==> src/hdl/csol_pkg.sv <==
// ----------------------------------------------------------------------------
// csol_pkg
// Shared types and constants for the column span occlusion list.
// ----------------------------------------------------------------------------
`default_nettype none

package csol_pkg;

   localparam int COL_W  = 12;   // screen column
   localparam int POS_W  = 14;   // stored post bound, signed
   localparam int SW_W   = 13;   // screen width register
   localparam int EMIT_W = 5;    // results per request counter
   localparam int ADDR_W = 3;

   localparam int DEFAULT_MAX_RANGES = 32;
   localparam int RESULT_CAP         = 31;

   localparam logic [SW_W-1:0] SW_RESET = 13'd320;

   // infinities of the edge posts
   localparam logic signed [POS_W-1:0] POS_NEG_INF = 14'sh2000;
   localparam logic signed [POS_W-1:0] POS_INF     = 14'sh1fff;
   localparam logic signed [POS_W-1:0] EDGE_END    = 14'sh3fff;   // -1

   localparam logic REG_SCREEN_WIDTH = 1'b0;

   typedef enum logic [1:0] {
      REQ_CLEAR = 2'd0,
      REQ_SOLID = 2'd1,
      REQ_PASS  = 2'd2,
      REQ_NONE  = 2'd3
   } req_kind_type;

   typedef enum logic [2:0] {
      ST_IDLE,
      ST_SEEK,
      ST_HEAD,
      ST_CHECK,
      ST_COPY,
      ST_FINISH
   } state_type;

   typedef struct packed {
      logic signed [POS_W-1:0] lo;
      logic signed [POS_W-1:0] hi;
   } post_type;

   typedef struct packed {
      logic clr;
      logic pop;
      logic push;
   } cell_ctl_type;

endpackage

`default_nettype wire

==> src/hdl/csol_cell.sv <==
// ----------------------------------------------------------------------------
// csol_cell
// One post of the occlusion list; shifts toward the head on pop.
// ----------------------------------------------------------------------------
`default_nettype none

module csol_cell #(
   parameter int MAX_RANGES = csol_pkg::DEFAULT_MAX_RANGES,
   parameter int IDX        = 0
) (
   input  wire                              clock,
   input  csol_pkg::cell_ctl_type           ctl,
   input  wire [$clog2(MAX_RANGES)-1:0]     wr_idx,
   input  csol_pkg::post_type               clr_post,
   input  csol_pkg::post_type               push_post,
   input  csol_pkg::post_type               next_post,
   output csol_pkg::post_type               cell_post
);
   import csol_pkg::*;

   localparam int IDX_W = $clog2(MAX_RANGES);
   localparam logic [IDX_W-1:0] MY_IDX = IDX_W'(IDX);

   post_type post_ff;
   post_type post_in;

   always_comb begin
      post_in = post_ff;
      if (ctl.clr) begin
         post_in = clr_post;
      end else if (ctl.push && (wr_idx == MY_IDX)) begin
         post_in = push_post;
      end else if (ctl.pop) begin
         post_in = next_post;
      end
   end

   always_ff @(posedge clock) begin
      post_ff <= post_in;
   end

   assign cell_post = post_ff;

endmodule

`default_nettype wire

==> src/hdl/column_span_occlusion_list.sv <==
// ----------------------------------------------------------------------------
// column_span_occlusion_list
// Clips column ranges against a sorted list of occluded spans.
// ----------------------------------------------------------------------------
// The list lives in a row of cells that shift toward the head. A solid or
// pass request walks the whole list once, one post per cycle while the
// result side does not stall, writing each post (merged or copied) back at
// the tail. The final result is sent after the walk, and the next request
// is taken only once it has been sent. Fragments leave in column order, one
// per cycle at most; last_of_run marks the final result. Clear and empty
// requests give one empty result. screen_width takes effect at the next
// clear.
`default_nettype none

module column_span_occlusion_list #(
   parameter int MAX_RANGES = csol_pkg::DEFAULT_MAX_RANGES
) (
   input  wire                              clock,
   input  wire                              reset,
   input  wire                              req_valid,
   output logic                             req_stall,
   input  wire [1:0]                        req_type,
   input  wire [csol_pkg::COL_W-1:0]        req_range_first,
   input  wire [csol_pkg::COL_W-1:0]        req_range_last,
   output logic                             rsp_valid,
   input  wire                              rsp_stall,
   output logic                             rsp_frag_valid,
   output logic [csol_pkg::COL_W-1:0]       rsp_frag_first,
   output logic [csol_pkg::COL_W-1:0]       rsp_frag_last,
   output logic                             rsp_overflow,
   output logic                             rsp_last_of_run,
   input  wire                              psel,
   input  wire                              penable,
   input  wire                              pwrite,
   input  wire [csol_pkg::ADDR_W-1:0]       paddr,
   input  wire [31:0]                       pwdata,
   output logic [31:0]                      prdata,
   output logic                             pready
);
   import csol_pkg::*;

   localparam int IDX_W = $clog2(MAX_RANGES);
   localparam int CNT_W = $clog2(MAX_RANGES + 1);
   localparam logic [CNT_W-1:0] CNT_ONE  = CNT_W'(1);
   localparam logic [CNT_W-1:0] CNT_TWO  = CNT_W'(2);
   localparam logic [CNT_W-1:0] CNT_FULL = CNT_W'(MAX_RANGES);
   localparam logic [EMIT_W-1:0] EMIT_CAP = EMIT_W'(RESULT_CAP);

   // configuration
   logic [SW_W-1:0] sw_ff;
   logic            csr_wr;

   assign pready = 1'b1;
   assign csr_wr = psel && penable && pwrite && (paddr[2] == REG_SCREEN_WIDTH);
   assign prdata = (paddr[2] == REG_SCREEN_WIDTH) ? {{(32-SW_W){1'b0}}, sw_ff} : 32'd0;

   always_ff @(posedge clock) begin
      if (reset) begin
         sw_ff <= SW_RESET;
      end else if (csr_wr) begin
         sw_ff <= pwdata[SW_W-1:0];
      end
   end

   // sequencer state
   state_type        state_ff, state_in;
   logic             solid_ff, solid_in;
   logic [COL_W-1:0] first_ff, first_in;
   logic [COL_W-1:0] last_ff, last_in;
   logic [CNT_W-1:0] rem_ff, rem_in;
   logic [CNT_W-1:0] occ_ff, occ_in;
   logic signed [POS_W-1:0] ms_ff, ms_in;
   logic [EMIT_W-1:0] emit_cnt_ff, emit_cnt_in;

   // one fragment held back until we know whether it is the last
   logic             pend_v_ff, pend_v_in;
   logic [COL_W-1:0] pend_first_ff, pend_first_in;
   logic [COL_W-1:0] pend_last_ff, pend_last_in;
   logic             pend_ovf_ff, pend_ovf_in;

   logic             rsp_valid_ff, rsp_valid_in;
   logic             rsp_fv_ff, rsp_fv_in;
   logic [COL_W-1:0] rsp_first_ff, rsp_first_in;
   logic [COL_W-1:0] rsp_last_ff, rsp_last_in;
   logic             rsp_ovf_ff, rsp_ovf_in;
   logic             rsp_lor_ff, rsp_lor_in;

   // cell row
   post_type         chain [MAX_RANGES];
   post_type         head, nxt;
   post_type         push_post;
   post_type         clr_l, clr_r;
   cell_ctl_type     ctl;
   logic [IDX_W-1:0] wr_idx;

   assign head = chain[0];
   assign nxt  = chain[1];

   assign clr_l.lo = POS_NEG_INF;
   assign clr_l.hi = EDGE_END;
   assign clr_r.lo = $signed({1'b0, (reset ? SW_RESET : sw_ff)});
   assign clr_r.hi = POS_INF;

   genvar gi;
   generate
      for (gi = 0; gi < MAX_RANGES; gi++) begin : g_cell
         post_type nb;
         if (gi == MAX_RANGES - 1) begin : g_tail
            assign nb = chain[gi];
         end else begin : g_body
            assign nb = chain[gi+1];
         end
         csol_cell #(
            .MAX_RANGES (MAX_RANGES),
            .IDX        (gi)
         ) u_cell (
            .clock     (clock),
            .ctl       (ctl),
            .wr_idx    (wr_idx),
            .clr_post  ((gi == 0) ? clr_l : clr_r),
            .push_post (push_post),
            .next_post (nb),
            .cell_post (chain[gi])
         );
      end
   endgenerate

   // datapath helpers
   logic signed [POS_W-1:0] f_s, l_s, fm1, lp1;
   logic             out_free, can_emit, emit_keep, go;
   logic             emit_req, emit_ovf;
   logic [COL_W-1:0] emit_first, emit_last;
   logic             accept, full;
   logic             pop_w, push_w;
   state_type        step_state;
   logic signed [POS_W-1:0] step_ms;

   assign f_s = $signed({2'b00, first_ff});
   assign l_s = $signed({2'b00, last_ff});
   assign fm1 = f_s - 14'sd1;
   assign lp1 = l_s + 14'sd1;
   assign out_free  = !rsp_valid_ff || !rsp_stall;
   assign can_emit  = !pend_v_ff || out_free;
   assign emit_keep = emit_cnt_ff < EMIT_CAP;
   assign full      = (occ_ff == CNT_FULL);
   assign accept    = req_valid && !req_stall;
   assign req_stall = (state_ff != ST_IDLE);

   // one step of the list walk, before output back pressure
   always_comb begin
      step_state = state_ff;
      step_ms    = ms_ff;
      pop_w      = 1'b0;
      push_w     = 1'b0;
      push_post  = head;
      emit_req   = 1'b0;
      emit_ovf   = 1'b0;
      emit_first = '0;
      emit_last  = '0;
      case (state_ff)
         ST_SEEK: begin
            if ((rem_ff > CNT_ONE) && (head.hi < fm1)) begin
               pop_w  = 1'b1;
               push_w = 1'b1;
            end else begin
               step_state = ST_HEAD;
            end
         end
         ST_HEAD: begin
            if (f_s < head.lo) begin
               if (lp1 < head.lo) begin
                  // range sits wholly in the gap before this post
                  emit_req   = 1'b1;
                  emit_first = first_ff;
                  emit_last  = last_ff;
                  emit_ovf   = solid_ff && full;
                  push_w     = solid_ff && !full;
                  push_post  = '{lo: f_s, hi: l_s};
                  step_state = ST_COPY;
               end else begin
                  emit_req   = 1'b1;
                  emit_first = first_ff;
                  emit_last  = head.lo[COL_W-1:0] - COL_W'(1);
                  step_ms    = solid_ff ? f_s : head.lo;
                  step_state = ST_CHECK;
               end
            end else begin
               step_ms    = head.lo;
               step_state = ST_CHECK;
            end
         end
         ST_CHECK: begin
            if (l_s <= head.hi) begin
               pop_w      = 1'b1;
               push_w     = 1'b1;
               push_post  = solid_ff ? '{lo: ms_ff, hi: head.hi} : head;
               step_state = ST_COPY;
            end else if ((rem_ff > CNT_ONE) && (lp1 >= nxt.lo)) begin
               // bridge the gap to the next post
               emit_req   = 1'b1;
               emit_first = head.hi[COL_W-1:0] + COL_W'(1);
               emit_last  = nxt.lo[COL_W-1:0] - COL_W'(1);
               pop_w      = 1'b1;
               push_w     = !solid_ff;
            end else begin
               emit_req   = 1'b1;
               emit_first = head.hi[COL_W-1:0] + COL_W'(1);
               emit_last  = last_ff;
               pop_w      = 1'b1;
               push_w     = 1'b1;
               push_post  = solid_ff ? '{lo: ms_ff, hi: l_s} : head;
               step_state = ST_COPY;
            end
         end
         ST_COPY: begin
            if (rem_ff == '0) begin
               step_state = ST_FINISH;
            end else begin
               pop_w  = 1'b1;
               push_w = 1'b1;
            end
         end
         default: begin
         end
      endcase
   end

   assign go = !(emit_req && emit_keep) || can_emit;

   always_comb begin
      state_in      = state_ff;
      solid_in      = solid_ff;
      first_in      = first_ff;
      last_in       = last_ff;
      rem_in        = rem_ff;
      occ_in        = occ_ff;
      ms_in         = ms_ff;
      emit_cnt_in   = emit_cnt_ff;
      pend_v_in     = pend_v_ff;
      pend_first_in = pend_first_ff;
      pend_last_in  = pend_last_ff;
      pend_ovf_in   = pend_ovf_ff;
      rsp_valid_in  = rsp_valid_ff && rsp_stall;
      rsp_fv_in     = rsp_fv_ff;
      rsp_first_in  = rsp_first_ff;
      rsp_last_in   = rsp_last_ff;
      rsp_ovf_in    = rsp_ovf_ff;
      rsp_lor_in    = rsp_lor_ff;
      ctl           = '{clr: reset, pop: 1'b0, push: 1'b0};
      wr_idx        = occ_ff[IDX_W-1:0];

      case (state_ff)
         ST_IDLE: begin
            if (accept) begin
               solid_in    = (req_kind_type'(req_type) == REQ_SOLID);
               first_in    = req_range_first;
               last_in     = req_range_last;
               rem_in      = occ_ff;
               emit_cnt_in = '0;
               pend_v_in   = 1'b0;
               state_in    = ST_FINISH;
               case (req_kind_type'(req_type))
                  REQ_CLEAR: begin
                     ctl.clr = 1'b1;
                     occ_in  = CNT_TWO;
                  end
                  REQ_SOLID, REQ_PASS: begin
                     if (req_range_first <= req_range_last) begin
                        state_in = ST_SEEK;
                     end
                  end
                  default: begin
                  end
               endcase
            end
         end
         ST_FINISH: begin
            if (out_free) begin
               rsp_valid_in = 1'b1;
               rsp_fv_in    = pend_v_ff;
               rsp_first_in = pend_v_ff ? pend_first_ff : '0;
               rsp_last_in  = pend_v_ff ? pend_last_ff : '0;
               rsp_ovf_in   = pend_v_ff && pend_ovf_ff;
               rsp_lor_in   = 1'b1;
               pend_v_in    = 1'b0;
               state_in     = ST_IDLE;
            end
         end
         default: begin
            if (go) begin
               state_in = step_state;
               ms_in    = step_ms;
               ctl.pop  = pop_w;
               ctl.push = push_w;
               wr_idx   = pop_w ? (occ_ff[IDX_W-1:0] - IDX_W'(1)) : occ_ff[IDX_W-1:0];
               occ_in   = occ_ff - CNT_W'(pop_w) + CNT_W'(push_w);
               rem_in   = rem_ff - CNT_W'(pop_w);
               if (emit_req && emit_keep) begin
                  if (pend_v_ff) begin
                     rsp_valid_in = 1'b1;
                     rsp_fv_in    = 1'b1;
                     rsp_first_in = pend_first_ff;
                     rsp_last_in  = pend_last_ff;
                     rsp_ovf_in   = pend_ovf_ff;
                     rsp_lor_in   = 1'b0;
                  end
                  pend_v_in     = 1'b1;
                  pend_first_in = emit_first;
                  pend_last_in  = emit_last;
                  pend_ovf_in   = emit_ovf;
                  emit_cnt_in   = emit_cnt_ff + EMIT_W'(1);
               end
            end
         end
      endcase
   end

   always_ff @(posedge clock) begin
      if (reset) begin
         state_ff     <= ST_IDLE;
         occ_ff       <= CNT_TWO;
         rem_ff       <= '0;
         emit_cnt_ff  <= '0;
         pend_v_ff    <= 1'b0;
         rsp_valid_ff <= 1'b0;
      end else begin
         state_ff     <= state_in;
         occ_ff       <= occ_in;
         rem_ff       <= rem_in;
         emit_cnt_ff  <= emit_cnt_in;
         pend_v_ff    <= pend_v_in;
         rsp_valid_ff <= rsp_valid_in;
      end
   end

   always_ff @(posedge clock) begin
      solid_ff      <= solid_in;
      first_ff      <= first_in;
      last_ff       <= last_in;
      ms_ff         <= ms_in;
      pend_first_ff <= pend_first_in;
      pend_last_ff  <= pend_last_in;
      pend_ovf_ff   <= pend_ovf_in;
      rsp_fv_ff     <= rsp_fv_in;
      rsp_first_ff  <= rsp_first_in;
      rsp_last_ff   <= rsp_last_in;
      rsp_ovf_ff    <= rsp_ovf_in;
      rsp_lor_ff    <= rsp_lor_in;
   end

   assign rsp_valid       = rsp_valid_ff;
   assign rsp_frag_valid  = rsp_fv_ff;
   assign rsp_frag_first  = rsp_first_ff;
   assign rsp_frag_last   = rsp_last_ff;
   assign rsp_overflow    = rsp_ovf_ff;
   assign rsp_last_of_run = rsp_lor_ff;

`ifndef ASSERT_OFF
   a_occ_bound: assert property (@(posedge clock) disable iff (reset)
      occ_ff <= CNT_FULL)
      else $error("list occupancy above capacity");

   a_idle_no_pend: assert property (@(posedge clock) disable iff (reset)
      state_ff == ST_IDLE |-> !pend_v_ff)
      else $error("fragment left pending after request end");

   a_clear_count: assert property (@(posedge clock) disable iff (reset)
      accept && (req_type == REQ_CLEAR) |=> occ_ff == CNT_TWO)
      else $error("clear did not restore edge posts");

   a_walk_balance: assert property (@(posedge clock) disable iff (reset)
      state_ff == ST_SEEK |-> occ_ff >= rem_ff)
      else $error("remaining posts exceed occupancy");
`endif

endmodule

`default_nettype wire
==> config.mk <==
export PLATFORM = sky130hd
export DESIGN_NAME = column_span_occlusion_list
export DESIGN_NICKNAME = d
export VERILOG_FILES = /design/src/hdl/csol_pkg.sv /design/src/hdl/csol_cell.sv /design/src/hdl/column_span_occlusion_list.sv
export SDC_FILE = /design/constraint.sdc
export NUM_CORES = 2
export LEC_CHECK = 0
export BUFFER_PORTS_ARGS = -buffer_cell sky130_fd_sc_hd__buf_2
export CORE_MARGIN = 5
export CORE_UTILIZATION = 50
export CTS_CLUSTER_DIAMETER = 100
export CTS_CLUSTER_SIZE = 30
export DETAILED_ROUTE_END_ITERATION = 8
export PLACE_DENSITY = 0.76
export SYNTH_ARGS = -nofsm -noshare
export SYNTH_HDL_FRONTEND = slang
export SYNTH_HIERARCHICAL = 1
export SYNTH_SLANG_ARGS = --single-unit
==> constraint.sdc <==
create_clock -name clock -period 15.3 [get_ports clock]
set_clock_uncertainty 0.15 [all_clocks]
set_input_delay 3.06 -clock clock [delete_from_list [all_inputs] [get_ports clock]]
set_output_delay 3.06 -clock clock [all_outputs]
set_load 0.01 [all_outputs]
==> reports/metrics.cfg <==
[outcome]
status=finished clean

[routing]
drc=0
detail-route-antenna-nets=0
drt-pass1-iter-count=7
wl_per_cell_um=21.81
vias=50277
viasPerCell=6.249
drtIter0Drc=7019
wl_mm=175.5

[global_routing]
grt_overflow_total=0
grt_max_degree=321
grtUsageMet2_pct=40.79
grt_use_met3_pct=3.715
grt_busiest_layer=met2
antenna_found_initial=4
track_usage_pct=24.61
grt_pass1_wl_mm=268.0
use_met1_pct=32.11
grt_pass1_vias=46817

[power]
ir_drop_mv=0.1520
cellPowerDensity_nw_per_um2=156.4
total_power_mw=10.21
p_leak_nw=22.51

[timing]
final-max-slew-violation-count=0
fin_crit_ns=8.157
clock.fmax_mhz=122.6
worstMarginPinSlew_ns=1.387
rsz0062_at_grt=false
slew_headroom_pct=7.437
fin_worst_hold_slack_ns=0.3396
fin_crit_sh_pct=53.32
layout_setup_ws_ns=7.143
finalHoldViolCount=0
finalSetupViolations=0
finalSetupTns_ns=0

[place]
dp_slack_ns=6.966
port_buffers=88
placed_cell_area_um2=64060
gp_congestion=0.9008
hpwl_mm=102.0

[setup_path]
crit_top_cell=buf_4
rrSetupSlack_ns=7.14
rr_startpoint=first_ff[6]
reg2reg_to=g_cell[30].u_cell/cell_post[9]
crit_path_end=g_cell[30].u_cell/cell_post[9]
path_cells=or4_1, or4_1, ha_1, and4_1, o211a_1, a221oi_1, o22ai_1, a21oi_4, buf_4, nand2_1, xnor2_2, buf_4, buf_4, nand2_1, o21ai_4
setup.worst_path.start_class=flip-flop
crit_slowest_cell=o21ai_4
crit_start=first_ff[6]
reg2regPathDepth=15
path_delay_family=simple AND/OR/NAND/NOR gates
required_ns=15.42
critPathMaxStageDelay_ns=1.19
cp-end-kind=flip-flop
cp.arrival_ns=8.28
critPathBufInv=3
cp.depth=15
cp_max_fo=38
critPathKind=reg -> reg

[floorplan]
rows=131
start_util_pct=50.14
ioPinCount=130
die_h_um=366.9
die_w_um=366.9
coreArea_um2=127000
die-area_um2=134600

[hold_path]
worstHoldPathType=reg -> reg

[cts]
cts_setup_buffers=0
root_buffer=clkbuf_16
cts.sinks=1022
clock_path_buffers=3
cts-hold-fix-buffers=0
cts_buffers=41
clkLatencyLatePin_ns=0.67
path_clk_slew_ns=0.12
cts_resized=0
htreeDepth=2
cts_tree=yes

[cells_and_area]
multi_input_area_um2=29910
num-nets-final=6532
final_cell_area_um2=65270
num-fill-cells=11028
syn2layout_area_growth_pct=2.483
regArea_um2=30340
drive_gt1_share_pct=11.42

[synthesis]
ys_seq_elements=1022
syn_avg_cell_area_um2=10.25
ys_async_sr_fraction_pct=0
netlist_top_cells_count=edfxtp_1 (987), a21oi_1 (955), a31oi_1 (900)
ys.flop_type=edfxtp_1
synth_edf_count=987
yosysWarnings=6
yosysMostFrequentCell=edfxtp_1
ys_seq_area_share_pct=47.63
yosys.area.top_type=edfxtp_1
synthesis.area_um2=63690
synth.distinct_cells=91
synth.area.top_cells=edfxtp_1 (47%), a31oi_1 (8.8%), a21oi_1 (7.5%), o21ai_0 (6.3%), nor2b_1 (6.1%)
syn_inst=6216
synth_top_area_share_pct=46.53

[run]
drv_cap=0

[how the worst min path moves through the flow]
stage	slack [ns]	cells after the start	startpoint	to
finish	0.34	2	emit_cnt_ff[4]	emit_cnt_ff[4]
global route	0.37	2	sw_ff[12]	sw_ff[12]
CTS	0.34	2	emit_cnt_ff[4]	emit_cnt_ff[4]
detailed placement	0.32	2	emit_cnt_ff[4]	emit_cnt_ff[4]
global placement	0.31	2	emit_cnt_ff[4]	emit_cnt_ff[4]
floorplan	0.29	2	sw_ff[0]	sw_ff[0]
[per-layer routing]
layer  wire (um)  part of all wire [%]
met5          12                0.0068
met4        8808                   5.0
met3       15600                   8.9
met2       82930                    47
met1       68130                    39
[registers in the layout, summed over array words and instances (netlist names), 5 cells and up]
name                     cells
g_cell.u_cell/cell_post    896
ms_ff                       14
sw_ff                       13
first_ff                    12
last_ff                     12
pend_first_ff               12
pend_last_ff                12
rsp_frag_first              12
rsp_frag_last               12
occ_ff                       6
rem_ff                       6
emit_cnt_ff                  5
[logic make-up (layout without fill, tap and decap cells)]
group                    after synthesis  in the layout  synth area share [%]
AO/OA/AOI/OAI                       2948           2948                 25.50
XOR/XNOR                              54             54                0.7426
adder cells (fa/ha/maj)               97             97                 1.917
buffers and inverters                695            351                 9.170
flip-flops                          1022           1022                 47.63
multiplexers                          15             15                0.2593
other                                  2            514               0.01179
AND/OR/NAND/NOR                     1383           1383                 14.77
[final cells by class]
cell class | count | area share [%]
diodes | 1 | 0.003834
inverters | 74 | 0.4255
clock inverters | 10 | 0.1361
well taps | 1662 | 3.186
flip-flops and latches | 1022 | 46.48
clock buffers | 49 | 1.683
repair buffers | 218 | 2.264
multi-input cells | 5010 | 45.82
[power by group]
group          internal, mW  switching, mW
clock network         0.527          0.877
registers              4.26          0.349
logic                  1.10           3.10
total                  5.88           4.33
[through the flow]
step / instances / util (%)
after floorplan: 6727 / -
after detailed placement: 7984 / 50.43
final: 8046 / 51.38
after global routing: 8045 / 51.38
after global placement: 7984 / 50.43
after CTS: 8043 / 51.36
[tightest hold or removal path, stage by stage, from the launching register on]
cell and delay (ns):
dfxtp_1 0.34, nand2_1 0.06, mux2i_1 0.06
[layout by cell type, fill, tap and decap left out, types with 11 or more instances in the layout]
master	count
o21ai_4	17
dfxtp_1	35
nand4_1	17
and2b_2	307
conb_1	513
nor2b_1	615
o21ai_0	771
nand4b_1	13
mux2_2	12
nor3_1	18
nand2b_1	22
a211oi_1	13
nand2_1	94
xnor2_1	41
clkbuf_16	43
a22oi_1	13
and4bb_1	12
o21ai_1	172
nor2b_2	30
buf_4	124
and4b_1	13
nor2_1	98
a21oi_1	952
buf_2	88
nand3_1	23
nor2b_4	11
ha_1	96
o21ai_2	33
inv_1	74
nand4bb_1	12
nor4_1	13
a31oi_1	900
edfxtp_1	987
Power figures use the tool's default switching activity.
